[src/sv/tilt_orientation_settle_defines.svh]
// Assertion macros for the tilt orientation settle block.
`ifndef TILT_ORIENTATION_SETTLE_DEFINES_SVH
`define TILT_ORIENTATION_SETTLE_DEFINES_SVH
`ifndef SYNTHESIS
`define TOS_ASSERT_SAME(label, clk, rst_n, ante, cons) \
  label: assert property (@(posedge clk) disable iff (!rst_n) (ante) |-> (cons)) \
    else $error("tos: same-cycle check failed");
`define TOS_ASSERT_NEXT(label, clk, rst_n, ante, cons) \
  label: assert property (@(posedge clk) disable iff (!rst_n) (ante) |=> (cons)) \
    else $error("tos: next-cycle check failed");
`else
`define TOS_ASSERT_SAME(label, clk, rst_n, ante, cons)
`define TOS_ASSERT_NEXT(label, clk, rst_n, ante, cons)
`endif
`endif

[src/sv/tos_pkg.sv]
// Shared types and constants for the tilt orientation settle block.
`default_nettype none
package tos_pkg;

  localparam int ADDR_W = 5;

  localparam logic [2:0] REG_IMU_AVAILABLE = 3'd0;
  localparam logic [2:0] REG_START_ROT     = 3'd1;
  localparam logic [2:0] REG_SAMPLE_INT    = 3'd2;
  localparam logic [2:0] REG_SETTLE        = 3'd3;
  localparam logic [2:0] REG_MIN_AXIS      = 3'd4;
  localparam logic [2:0] REG_FLAT_MARGIN   = 3'd5;

  localparam logic [1:0] ROT_Y_NEG = 2'd0;
  localparam logic [1:0] ROT_X_NEG = 2'd1;
  localparam logic [1:0] ROT_Y_POS = 2'd2;
  localparam logic [1:0] ROT_X_POS = 2'd3;

  localparam logic [15:0] SAMPLE_INT_RST = 16'd250;
  localparam logic [15:0] SETTLE_RST     = 16'd650;
  localparam logic [14:0] MIN_AXIS_RST   = 15'd1556;
  localparam logic [14:0] FLAT_MARGIN_RST = 15'd492;

  typedef struct packed {
    logic [31:0]        now_ms;
    logic               enabled;
    logic               accel_ok;
    logic signed [15:0] accel_x;
    logic signed [15:0] accel_y;
    logic signed [15:0] accel_z;
  } in_item_t;

  typedef struct packed {
    logic       rotated;
    logic [1:0] rotation;
  } out_item_t;

  typedef struct packed {
    logic        imu_available;
    logic [1:0]  start_rotation;
    logic        start_load;
    logic [15:0] sample_interval_ms;
    logic [15:0] settle_ms;
    logic [14:0] min_axis_level;
    logic [14:0] flat_margin;
  } cfg_t;

  typedef struct packed {
    logic       valid;
    logic [1:0] rotation;
  } cand_t;

endpackage
`default_nettype wire

[src/sv/tos_regs.sv]
// APB configuration register file for the tilt orientation settle block.
`default_nettype none
module tos_regs (
  input  wire logic                      clk,
  input  wire logic                      rst_n,
  input  wire logic                      psel,
  input  wire logic                      penable,
  input  wire logic                      pwrite,
  input  wire logic [tos_pkg::ADDR_W-1:0] paddr,
  input  wire logic [31:0]               pwdata,
  output logic [31:0]                    prdata,
  output logic                           pready,
  output tos_pkg::cfg_t                  cfg
);

  logic        imu_available_r;
  logic [1:0]  start_rotation_r;
  logic [15:0] sample_interval_r;
  logic [15:0] settle_r;
  logic [14:0] min_axis_r;
  logic [14:0] flat_margin_r;
  logic        wr_en;
  logic        start_load;
  logic [2:0]  reg_idx;

  assign pready     = 1'b1;
  assign reg_idx    = paddr[4:2];
  assign wr_en      = psel & penable & pwrite;
  assign start_load = wr_en && (reg_idx == tos_pkg::REG_START_ROT);

  always_ff @(posedge clk) begin
    if (!rst_n) begin
      imu_available_r   <= 1'b1;
      start_rotation_r  <= tos_pkg::ROT_Y_NEG;
      sample_interval_r <= tos_pkg::SAMPLE_INT_RST;
      settle_r          <= tos_pkg::SETTLE_RST;
      min_axis_r        <= tos_pkg::MIN_AXIS_RST;
      flat_margin_r     <= tos_pkg::FLAT_MARGIN_RST;
    end else if (wr_en) begin
      case (reg_idx)
        tos_pkg::REG_IMU_AVAILABLE: imu_available_r   <= pwdata[0];
        tos_pkg::REG_START_ROT:     start_rotation_r  <= pwdata[1:0];
        tos_pkg::REG_SAMPLE_INT:    sample_interval_r <= pwdata[15:0];
        tos_pkg::REG_SETTLE:        settle_r          <= pwdata[15:0];
        tos_pkg::REG_MIN_AXIS:      min_axis_r        <= pwdata[14:0];
        tos_pkg::REG_FLAT_MARGIN:   flat_margin_r     <= pwdata[14:0];
        default: ;
      endcase
    end
  end

  always_comb begin
    case (reg_idx)
      tos_pkg::REG_IMU_AVAILABLE: prdata = {31'd0, imu_available_r};
      tos_pkg::REG_START_ROT:     prdata = {30'd0, start_rotation_r};
      tos_pkg::REG_SAMPLE_INT:    prdata = {16'd0, sample_interval_r};
      tos_pkg::REG_SETTLE:        prdata = {16'd0, settle_r};
      tos_pkg::REG_MIN_AXIS:      prdata = {17'd0, min_axis_r};
      tos_pkg::REG_FLAT_MARGIN:   prdata = {17'd0, flat_margin_r};
      default:                    prdata = 32'd0;
    endcase
  end

  // during a start_rotation write the new value goes straight to the rotation state
  always_comb begin
    cfg.imu_available      = imu_available_r;
    cfg.start_rotation     = start_load ? pwdata[1:0] : start_rotation_r;
    cfg.start_load         = start_load;
    cfg.sample_interval_ms = sample_interval_r;
    cfg.settle_ms          = settle_r;
    cfg.min_axis_level     = min_axis_r;
    cfg.flat_margin        = flat_margin_r;
  end

endmodule
`default_nettype wire

[src/sv/tos_classify.sv]
// Picks the candidate rotation from one accelerometer sample.
`default_nettype none
module tos_classify (
  input  wire logic signed [15:0] accel_x,
  input  wire logic signed [15:0] accel_y,
  input  wire logic signed [15:0] accel_z,
  input  wire logic [14:0]        min_axis_level,
  input  wire logic [14:0]        flat_margin,
  output tos_pkg::cand_t          cand
);

  logic [16:0] ax;
  logic [16:0] ay;
  logic [16:0] az;
  logic [16:0] dom;
  logic [17:0] flat_lim;
  logic        x_wins;
  logic        x_pos;
  logic        y_pos;

  // magnitudes need 17 bits so that -32768 maps to 32768
  assign ax = accel_x[15] ? (~{1'b1, accel_x} + 17'd1) : {1'b0, accel_x};
  assign ay = accel_y[15] ? (~{1'b1, accel_y} + 17'd1) : {1'b0, accel_y};
  assign az = accel_z[15] ? (~{1'b1, accel_z} + 17'd1) : {1'b0, accel_z};

  assign x_wins   = ax > ay;
  assign dom      = x_wins ? ax : ay;
  assign flat_lim = {1'b0, dom} + {3'd0, flat_margin};
  assign x_pos    = !accel_x[15] && (accel_x != 16'sd0);
  assign y_pos    = !accel_y[15] && (accel_y != 16'sd0);

  always_comb begin
    cand.valid = (dom >= {2'd0, min_axis_level}) && ({1'b0, az} <= flat_lim);
    if (x_wins) begin
      cand.rotation = x_pos ? tos_pkg::ROT_X_POS : tos_pkg::ROT_X_NEG;
    end else begin
      cand.rotation = y_pos ? tos_pkg::ROT_Y_POS : tos_pkg::ROT_Y_NEG;
    end
  end

endmodule
`default_nettype wire

[src/sv/tilt_orientation_settle.sv]
// Tilt orientation settle: display rotation from accelerometer polls, top level.
// One poll is taken per clock cycle while the result side is not stalled; each poll's
// result passes through the input register, then the result register. The
// rotation state is updated in the same cycle the poll moves from the input
// register to the result register, so consecutive polls see each other's state
// without stalls. Every poll yields exactly one result. Writing start_rotation
// also loads the current rotation; configure only while no poll is in flight.
`default_nettype none
`include "tilt_orientation_settle_defines.svh"
module tilt_orientation_settle (
  input  wire logic                       clk,
  input  wire logic                       rst_n,
  input  wire logic                       in_valid,
  output logic                            in_ready,
  input  wire tos_pkg::in_item_t          in_data,
  output logic                            out_valid,
  input  wire logic                       out_ready,
  output tos_pkg::out_item_t              out_data,
  input  wire logic                       psel,
  input  wire logic                       penable,
  input  wire logic                       pwrite,
  input  wire logic [tos_pkg::ADDR_W-1:0] paddr,
  input  wire logic [31:0]                pwdata,
  output logic [31:0]                     prdata,
  output logic                            pready
);

  tos_pkg::cfg_t      cfg;
  tos_pkg::cand_t     cand;
  tos_pkg::in_item_t  s1_item_r;
  logic               s1_valid_r;
  logic               s1_valid_nxt;
  tos_pkg::out_item_t out_item_r;
  tos_pkg::out_item_t out_item_nxt;
  logic               out_valid_r;
  logic               out_valid_nxt;

  logic [1:0]  cur_rot_r;
  logic [1:0]  cur_rot_nxt;
  logic        pend_valid_r;
  logic        pend_valid_nxt;
  logic [1:0]  pend_rot_r;
  logic [1:0]  pend_rot_nxt;
  logic [31:0] pend_since_r;
  logic [31:0] pend_since_nxt;
  logic [31:0] last_time_r;
  logic [31:0] last_time_nxt;

  logic        adv;
  logic        in_xfer;
  logic [31:0] since_last;
  logic [31:0] since_pend;
  logic        too_early;

  tos_regs u_regs (
    .clk     (clk),
    .rst_n   (rst_n),
    .psel    (psel),
    .penable (penable),
    .pwrite  (pwrite),
    .paddr   (paddr),
    .pwdata  (pwdata),
    .prdata  (prdata),
    .pready  (pready),
    .cfg     (cfg)
  );

  tos_classify u_classify (
    .accel_x        (s1_item_r.accel_x),
    .accel_y        (s1_item_r.accel_y),
    .accel_z        (s1_item_r.accel_z),
    .min_axis_level (cfg.min_axis_level),
    .flat_margin    (cfg.flat_margin),
    .cand           (cand)
  );

  assign adv       = s1_valid_r && (!out_valid_r || out_ready);
  assign in_ready  = !s1_valid_r || adv;
  assign in_xfer   = in_valid && in_ready;
  assign out_valid = out_valid_r;
  assign out_data  = out_item_r;

  assign since_last = s1_item_r.now_ms - last_time_r;
  assign since_pend = s1_item_r.now_ms - pend_since_r;
  assign too_early  = (last_time_r != 32'd0) &&
                      (since_last < {16'd0, cfg.sample_interval_ms});

  always_comb begin
    cur_rot_nxt    = cur_rot_r;
    pend_valid_nxt = pend_valid_r;
    pend_rot_nxt   = pend_rot_r;
    pend_since_nxt = pend_since_r;
    last_time_nxt  = last_time_r;
    out_item_nxt.rotated = 1'b0;
    if (!s1_item_r.enabled || !cfg.imu_available) begin
      pend_valid_nxt = 1'b0;
      pend_rot_nxt   = 2'd0;
      pend_since_nxt = 32'd0;
    end else if (!too_early) begin
      last_time_nxt = s1_item_r.now_ms;
      if (s1_item_r.accel_ok) begin
        if (!cand.valid || (cand.rotation == cur_rot_r)) begin
          pend_valid_nxt = 1'b0;
          pend_rot_nxt   = 2'd0;
          pend_since_nxt = 32'd0;
        end else if (!pend_valid_r || (cand.rotation != pend_rot_r)) begin
          pend_valid_nxt = 1'b1;
          pend_rot_nxt   = cand.rotation;
          pend_since_nxt = s1_item_r.now_ms;
        end else if (since_pend >= {16'd0, cfg.settle_ms}) begin
          cur_rot_nxt          = cand.rotation;
          pend_valid_nxt       = 1'b0;
          pend_rot_nxt         = 2'd0;
          pend_since_nxt       = 32'd0;
          out_item_nxt.rotated = 1'b1;
        end
      end
    end
    out_item_nxt.rotation = cur_rot_nxt;
  end

  always_comb begin
    s1_valid_nxt = s1_valid_r;
    if (in_xfer) begin
      s1_valid_nxt = 1'b1;
    end else if (adv) begin
      s1_valid_nxt = 1'b0;
    end
    out_valid_nxt = out_valid_r;
    if (adv) begin
      out_valid_nxt = 1'b1;
    end else if (out_ready) begin
      out_valid_nxt = 1'b0;
    end
  end

  always_ff @(posedge clk) begin
    if (!rst_n) begin
      s1_valid_r   <= 1'b0;
      out_valid_r  <= 1'b0;
      cur_rot_r    <= tos_pkg::ROT_Y_NEG;
      pend_valid_r <= 1'b0;
      pend_rot_r   <= 2'd0;
      pend_since_r <= 32'd0;
      last_time_r  <= 32'd0;
    end else begin
      s1_valid_r  <= s1_valid_nxt;
      out_valid_r <= out_valid_nxt;
      if (cfg.start_load) begin
        cur_rot_r <= cfg.start_rotation;
      end else if (adv) begin
        cur_rot_r <= cur_rot_nxt;
      end
      if (adv) begin
        pend_valid_r <= pend_valid_nxt;
        pend_rot_r   <= pend_rot_nxt;
        pend_since_r <= pend_since_nxt;
        last_time_r  <= last_time_nxt;
      end
    end
  end

  always_ff @(posedge clk) begin
    if (in_xfer) begin
      s1_item_r <= in_data;
    end
    if (adv) begin
      out_item_r <= out_item_nxt;
    end
  end

  `TOS_ASSERT_NEXT(a_adv_fills_out, clk, rst_n, adv, out_valid_r)
  `TOS_ASSERT_SAME(a_rotate_changes, clk, rst_n, adv && out_item_nxt.rotated,
                   out_item_nxt.rotation != cur_rot_r)
  `TOS_ASSERT_NEXT(a_no_imu_clears, clk, rst_n, adv && !cfg.imu_available, !pend_valid_r)
  `TOS_ASSERT_SAME(a_full_stall, clk, rst_n, s1_valid_r && out_valid_r && !out_ready,
                   !in_ready)

endmodule
`default_nettype wire

[config.mk]
export PLATFORM = sky130hd
export DESIGN_NAME = tilt_orientation_settle
export DESIGN_NICKNAME = d
export VERILOG_FILES = /design/src/sv/tos_pkg.sv /design/src/sv/tos_regs.sv /design/src/sv/tos_classify.sv /design/src/sv/tilt_orientation_settle.sv
export VERILOG_INCLUDE_DIRS = /design/src /design/src/sv
export SDC_FILE = /design/constraint.sdc
export NUM_CORES = 1
export LEC_CHECK = 0
export BUFFER_PORTS_ARGS = -buffer_cell sky130_fd_sc_hd__buf_2
export CAP_MARGIN = 25
export CELL_PAD_IN_SITES_DETAIL_PLACEMENT = 0
export CELL_PAD_IN_SITES_GLOBAL_PLACEMENT = 2
export CORE_ASPECT_RATIO = 1.75
export CORE_MARGIN = 1
export CORE_UTILIZATION = 30
export DETAILED_ROUTE_END_ITERATION = 8
export PLACE_DENSITY_LB_ADDON = 0.1
export SLEW_MARGIN = 10
export SYNTH_ARGS = -nofsm -noshare
export SYNTH_HDL_FRONTEND = slang
export SYNTH_HIERARCHICAL = 1
export SYNTH_SLANG_ARGS = --single-unit
[constraint.sdc]
create_clock -name clk -period 10.4 [get_ports clk]
set_input_delay 0.52 -clock clk [delete_from_list [all_inputs] [get_ports clk]]
set_output_delay 0.52 -clock clk [all_outputs]
set_load 0.01 [all_outputs]
# == Word-level counts from Yosys, hierarchy flattened ==
# Cells that the tools add are included.
# classes
n_addsub,6
n_reduce_logical,38
muxes,39
n_eq_ne,8
magnitude_cmp,5
n_bitwise,8
# ops
cell,count
$mux 32,6
$pmux 16 s6,1
$mux 17,4
$sub 32x32->32,2
$add 17x1->17 const B,3
$not 17->17,3
$mux 2,17
$ge 32x16->1,1
$lt 32x16->1,1
$reduce_bool 16->1,2
$reduce_bool 32->1,1
$add 17x15->18,1
$le 17x18->1,1
$ge 17x15->1,1
$gt 17x17->1,1
$reduce_and 2->1,6
$mux 1,11
$logic_not 1->1,8
$reduce_bool 2->1,4
$logic_and 1x1->1,7
$eq 3x2->1 const B,2
$eq 3x3->1 const B,2
$logic_or 1x1->1,5
$reduce_or 5->1,1
other kinds (10),13
# word_totals
input_bits,126
word_cells,125
register_bits,221

# == Logic depth before layout (Yosys ltp) ==
# depth
ltp_word,16
ltp_mapped,37

# == By module ==
# Netlist, hierarchy kept.
# by_module_without_submodules
module,instances,cells_per_inst,area_each_um2
tilt_orientation_settle,1,1057,10226.1
tos_regs,1,338,3158.0
tos_classify,1,391,2847.7

# == Worst setup path before layout ==
# Ideal clock, no wire load.
# synth_path
path_kind,register -> register
startpoint,register s1_item_r[19] (netlist name)
endpoint,"register out_item_r, in the netlist out_data[0] (data pin)"
period_less_slack_ns,7.474
arrival_ns,7.214
slack_ns,2.926
path_stages_with_launch,33
n_path_buf,1
path_cell_list,edfxtp_1 or3_1 nor2_1 nand2_1 or2_2 o41ai_1 xor2_1 ha_1 a211oi_1 nor2_1 nor3_1 a221oi_1 o21ai_1 clkbuf_1 o21ai_0 ha_1 fa_1 a211oi_1 o21ai_0 o211ai_1 a31oi_1 a21o_1 a21oi_1 xor2_1 ha_1 and3_1 nand4_1 or4_1 o221ai_1 a21boi_1 o211ai_1 nor4_2 mux2_2
# synth_rtl
element,line,source
from (decl),tilt_orientation_settle.sv:30,tos_pkg::in_item_t s1_item_r;
from (signal assigned),tilt_orientation_settle.sv:165,s1_item_r <= in_data;
to (signal assigned),tilt_orientation_settle.sv:168,out_item_r <= out_item_nxt;
to (decl),tilt_orientation_settle.sv:33,tos_pkg::out_item_t out_item_r;

==> impl_results.md <==
- Status: complete, no violations
- Worst EP arrival: between 9 and 10 ns
- Max Clock Freq: around 0.11 GHz
- Reg2reg setup slack: 1.38 ns
- #FFs+latches synth: 221
- Hold Crit Class: in -> reg
- CP Launch Type: flip-flop
- Grt total ovfl: 0
- Initial Util: a little under a third
- Layout cells sized above 1: a little under an eighth
- Port Buffer Count: between 100 and 150
- Final min period: 9.021 ns
- CTS buffer count: 27
- Synth cell types: approximately 100
- Final Util: about a third
- Crit path capture type: flip-flop
- Placeable Area: 53,390 µm²
- RSZ-0062 raised after global routing: false
- Slowest stage cell, crit path: a311oi_1
- Average wire per standard cell: roughly 21 µm
- Top cell family by delay on the critical path: compound AO/OA/AOI/OAI gates
- Tcrit/Tclk final: 86.74%
- WHS Path Cells: 1
- NumNets Final: approximately 2,200
- DR vias: 13,300
- Fin. Hold Viols: 0
- Post-route ant nets: 0
- Hold path start: in_data[49]
- Initial DRC count: around 560
- Placer Congestion: around 0.84
- DRC Markers: 0
- Worst-Skew Late Latency: roughly 0.6 ns
- Yosys warns: 6
- First-pass GRT wire length: between 80,000 and 90,000 µm
- Maximum vdd drop: about 0.12 mV
- Slew @ Worst Pin: 0.9021 ns
- Vias in the first global route: 13,930
- WS Path Type: reg -> reg
- Chip height: 309.7 µm
- Cell area power density: about 140 nW/µm²
- Tot GR Track Use: about a fifth
- Initial antenna violation count: 2
- Fillers: 5,550
- Syn Inst Count: between 1,500 and 2,000
- Reg2reg start: s1_item_r[19]
- DP Area: 17,350 µm²
- Vias per std cell: 5.160
- Diode count: 0
- # Post-CTS Setup Buffers: 0
- Capturing point of the worst reg2reg path: out_data[1]
- Number of synthesized flops with an enable pin: 85
- Final Setup Violations: 0
- Area delta synth->final: 12.33%
- Slew Viols, Final: 0
- Pre-antenna DRT Iters: 5
- Commonest non-fill, non-tap cells in the layout: 160 x ha_1, 153 x nand2_1, 143 x inv_1
- Fin area: about 18,000 µm²
- Clk root buf: clkbuf_16
- # H-tree levels: 1
- Hold endpoint: s1_item_r[49]
- Post-DP HPWL: around 44,000 µm
- Worst-case clock buffer depth: 3
- Lkg Pwr: between 7 and 8 nW
- CTS clk-pin slew, worst paths: ~0.060 ns
- Die area: 55,080 µm²
- CP max FO: 10
- Die Wd: between 150 and 200 µm
- Most common cell after layout, fill and taps aside: ha_1
- Required time worst endpoint: 10.74 ns
- R2r worst-path depth: 34
- Row Count: 112
- Post-Syn Area: approximately 16,000 µm²
- Syn avg cell area: between 9 and 10 µm²
- Worst Clk Skew: between 0.02 and 0.025 ns
- Clk sinks: ~220
- Max-cap violations: 0
- WL final: 55,070 µm
- CTS tree: done
- Total negative setup slack: 0 ns
- Slew margin rel.: between 30 and 40%
- Largest net degree at the start of global routing: 71
- Crit path top cell by count: nor2_1
- Post-synthesis async set-or-reset flop share: 0%
- CP max stage delay: between 0.4 and 0.5 ns
- Sequential area share after synthesis: ~32%
- Design Power: about 2.6 mW
- Hold-fix buffer count after cts: 0
- Buf+Inv Stages, Crit Path: 2
- Predominant post-synthesis flop cell: dfxtp_1
- Final hold slack: approximately 0.10 ns
- IO Count: ~160
- Gates resized, CTS repair: 0
## synth_stat cells (33+ instances only)
library cell,count,area [µm²]
xnor2_1,63,551.8
a21o_1,40,300.3
a21oi_1,107,535.5
clkbuf_1,36,135.1
nand4_1,36,225.2
nand2_1,153,574.3
ha_1,160,2002
nor2_1,86,322.8
edfxtp_1,85,2552
xor2_1,33,289.0
nor2b_1,54,337.8
inv_1,143,536.8
o21ai_0,85,425.4
dfxtp_1,136,2723
a32o_1,34,340.3
mux2i_1,116,1161
## state kept, by name, indices dropped and copies added, names as in the netlist, 2 cells and up
| signal | cells |
|---|---|
| pend_since_r | 32 |
| u_regs/min_axis_r | 15 |
| u_regs/flat_margin_r | 15 |
| u_regs/settle_r | 16 |
| out_data | 3 |
| u_regs/sample_interval_r | 16 |
| cur_rot_r | 2 |
| last_time_r | 32 |
| pend_rot_r | 2 |
| u_regs/start_rotation_r | 2 |
| s1_item_r | 82 |
## kinds of logic after synthesis
kind of cell / count (synthesis) / synth area share [%]
other: 4 / 0.09247
adders and majority gates: 163 / 12.70
buffers and inverters: 243 / 6.914
AOI/OAI and AO/OA: 465 / 19.83
DFF: 221 / 32.50
and+or+nand+nor: 472 / 15.08
muxes: 122 / 7.701
xor gates and xnor gates: 96 / 5.180
## report_power, final
part,internal [mW],switching [mW]
clock,0.558,0.404
sequential,0.931,0.0372
combinational,0.260,0.394
## layout make-up
class,count,area (µm²),share of cell area [%]
Multi-Input combinational cell,1338,9901,54.30
Clock buffer,34,711.9,3.905
Timing Repair Buffer,143,795.8,4.365
Inverter,143,536.8,2.944
Clock inverter,14,156.4,0.8578
Tap cell,684,855.8,4.694
Sequential cell,221,5275,28.93
## routing by layer
layer,track usage [%],routed length (µm)
met1,18.09,18440
met2,43.50,32780
met3,1.850,1416
met4,9.282,2430
met5,0,13
## per-stage QoR
| step | setup WS (ns) | instances |
|---|---|---|
| after global routing | 0.4495 | 2577 |
| after detailed placement | 1.202 | 2528 |
| after global placement | 1.269 | 2527 |
| after CTS | 1.213 | 2576 |
| final | 1.379 | 2577 |
| after floorplan | 2.926 | 1802 |
## how the worst max path moves through the flow
stage,from,endpoint,slack [ns],cells after the start
finish,s1_item_r[19],out_data[1],1.38,34
global route,s1_item_r[19],out_data[1],0.45,34
CTS,s1_item_r[19],out_data[1],1.21,34
detailed placement,s1_item_r[19],out_data[1],1.20,34
global placement,s1_item_r[19],out_data[1],1.27,34
floorplan,s1_item_r[19],out_data[0],2.93,32
(Power assumes the default switching activity.)
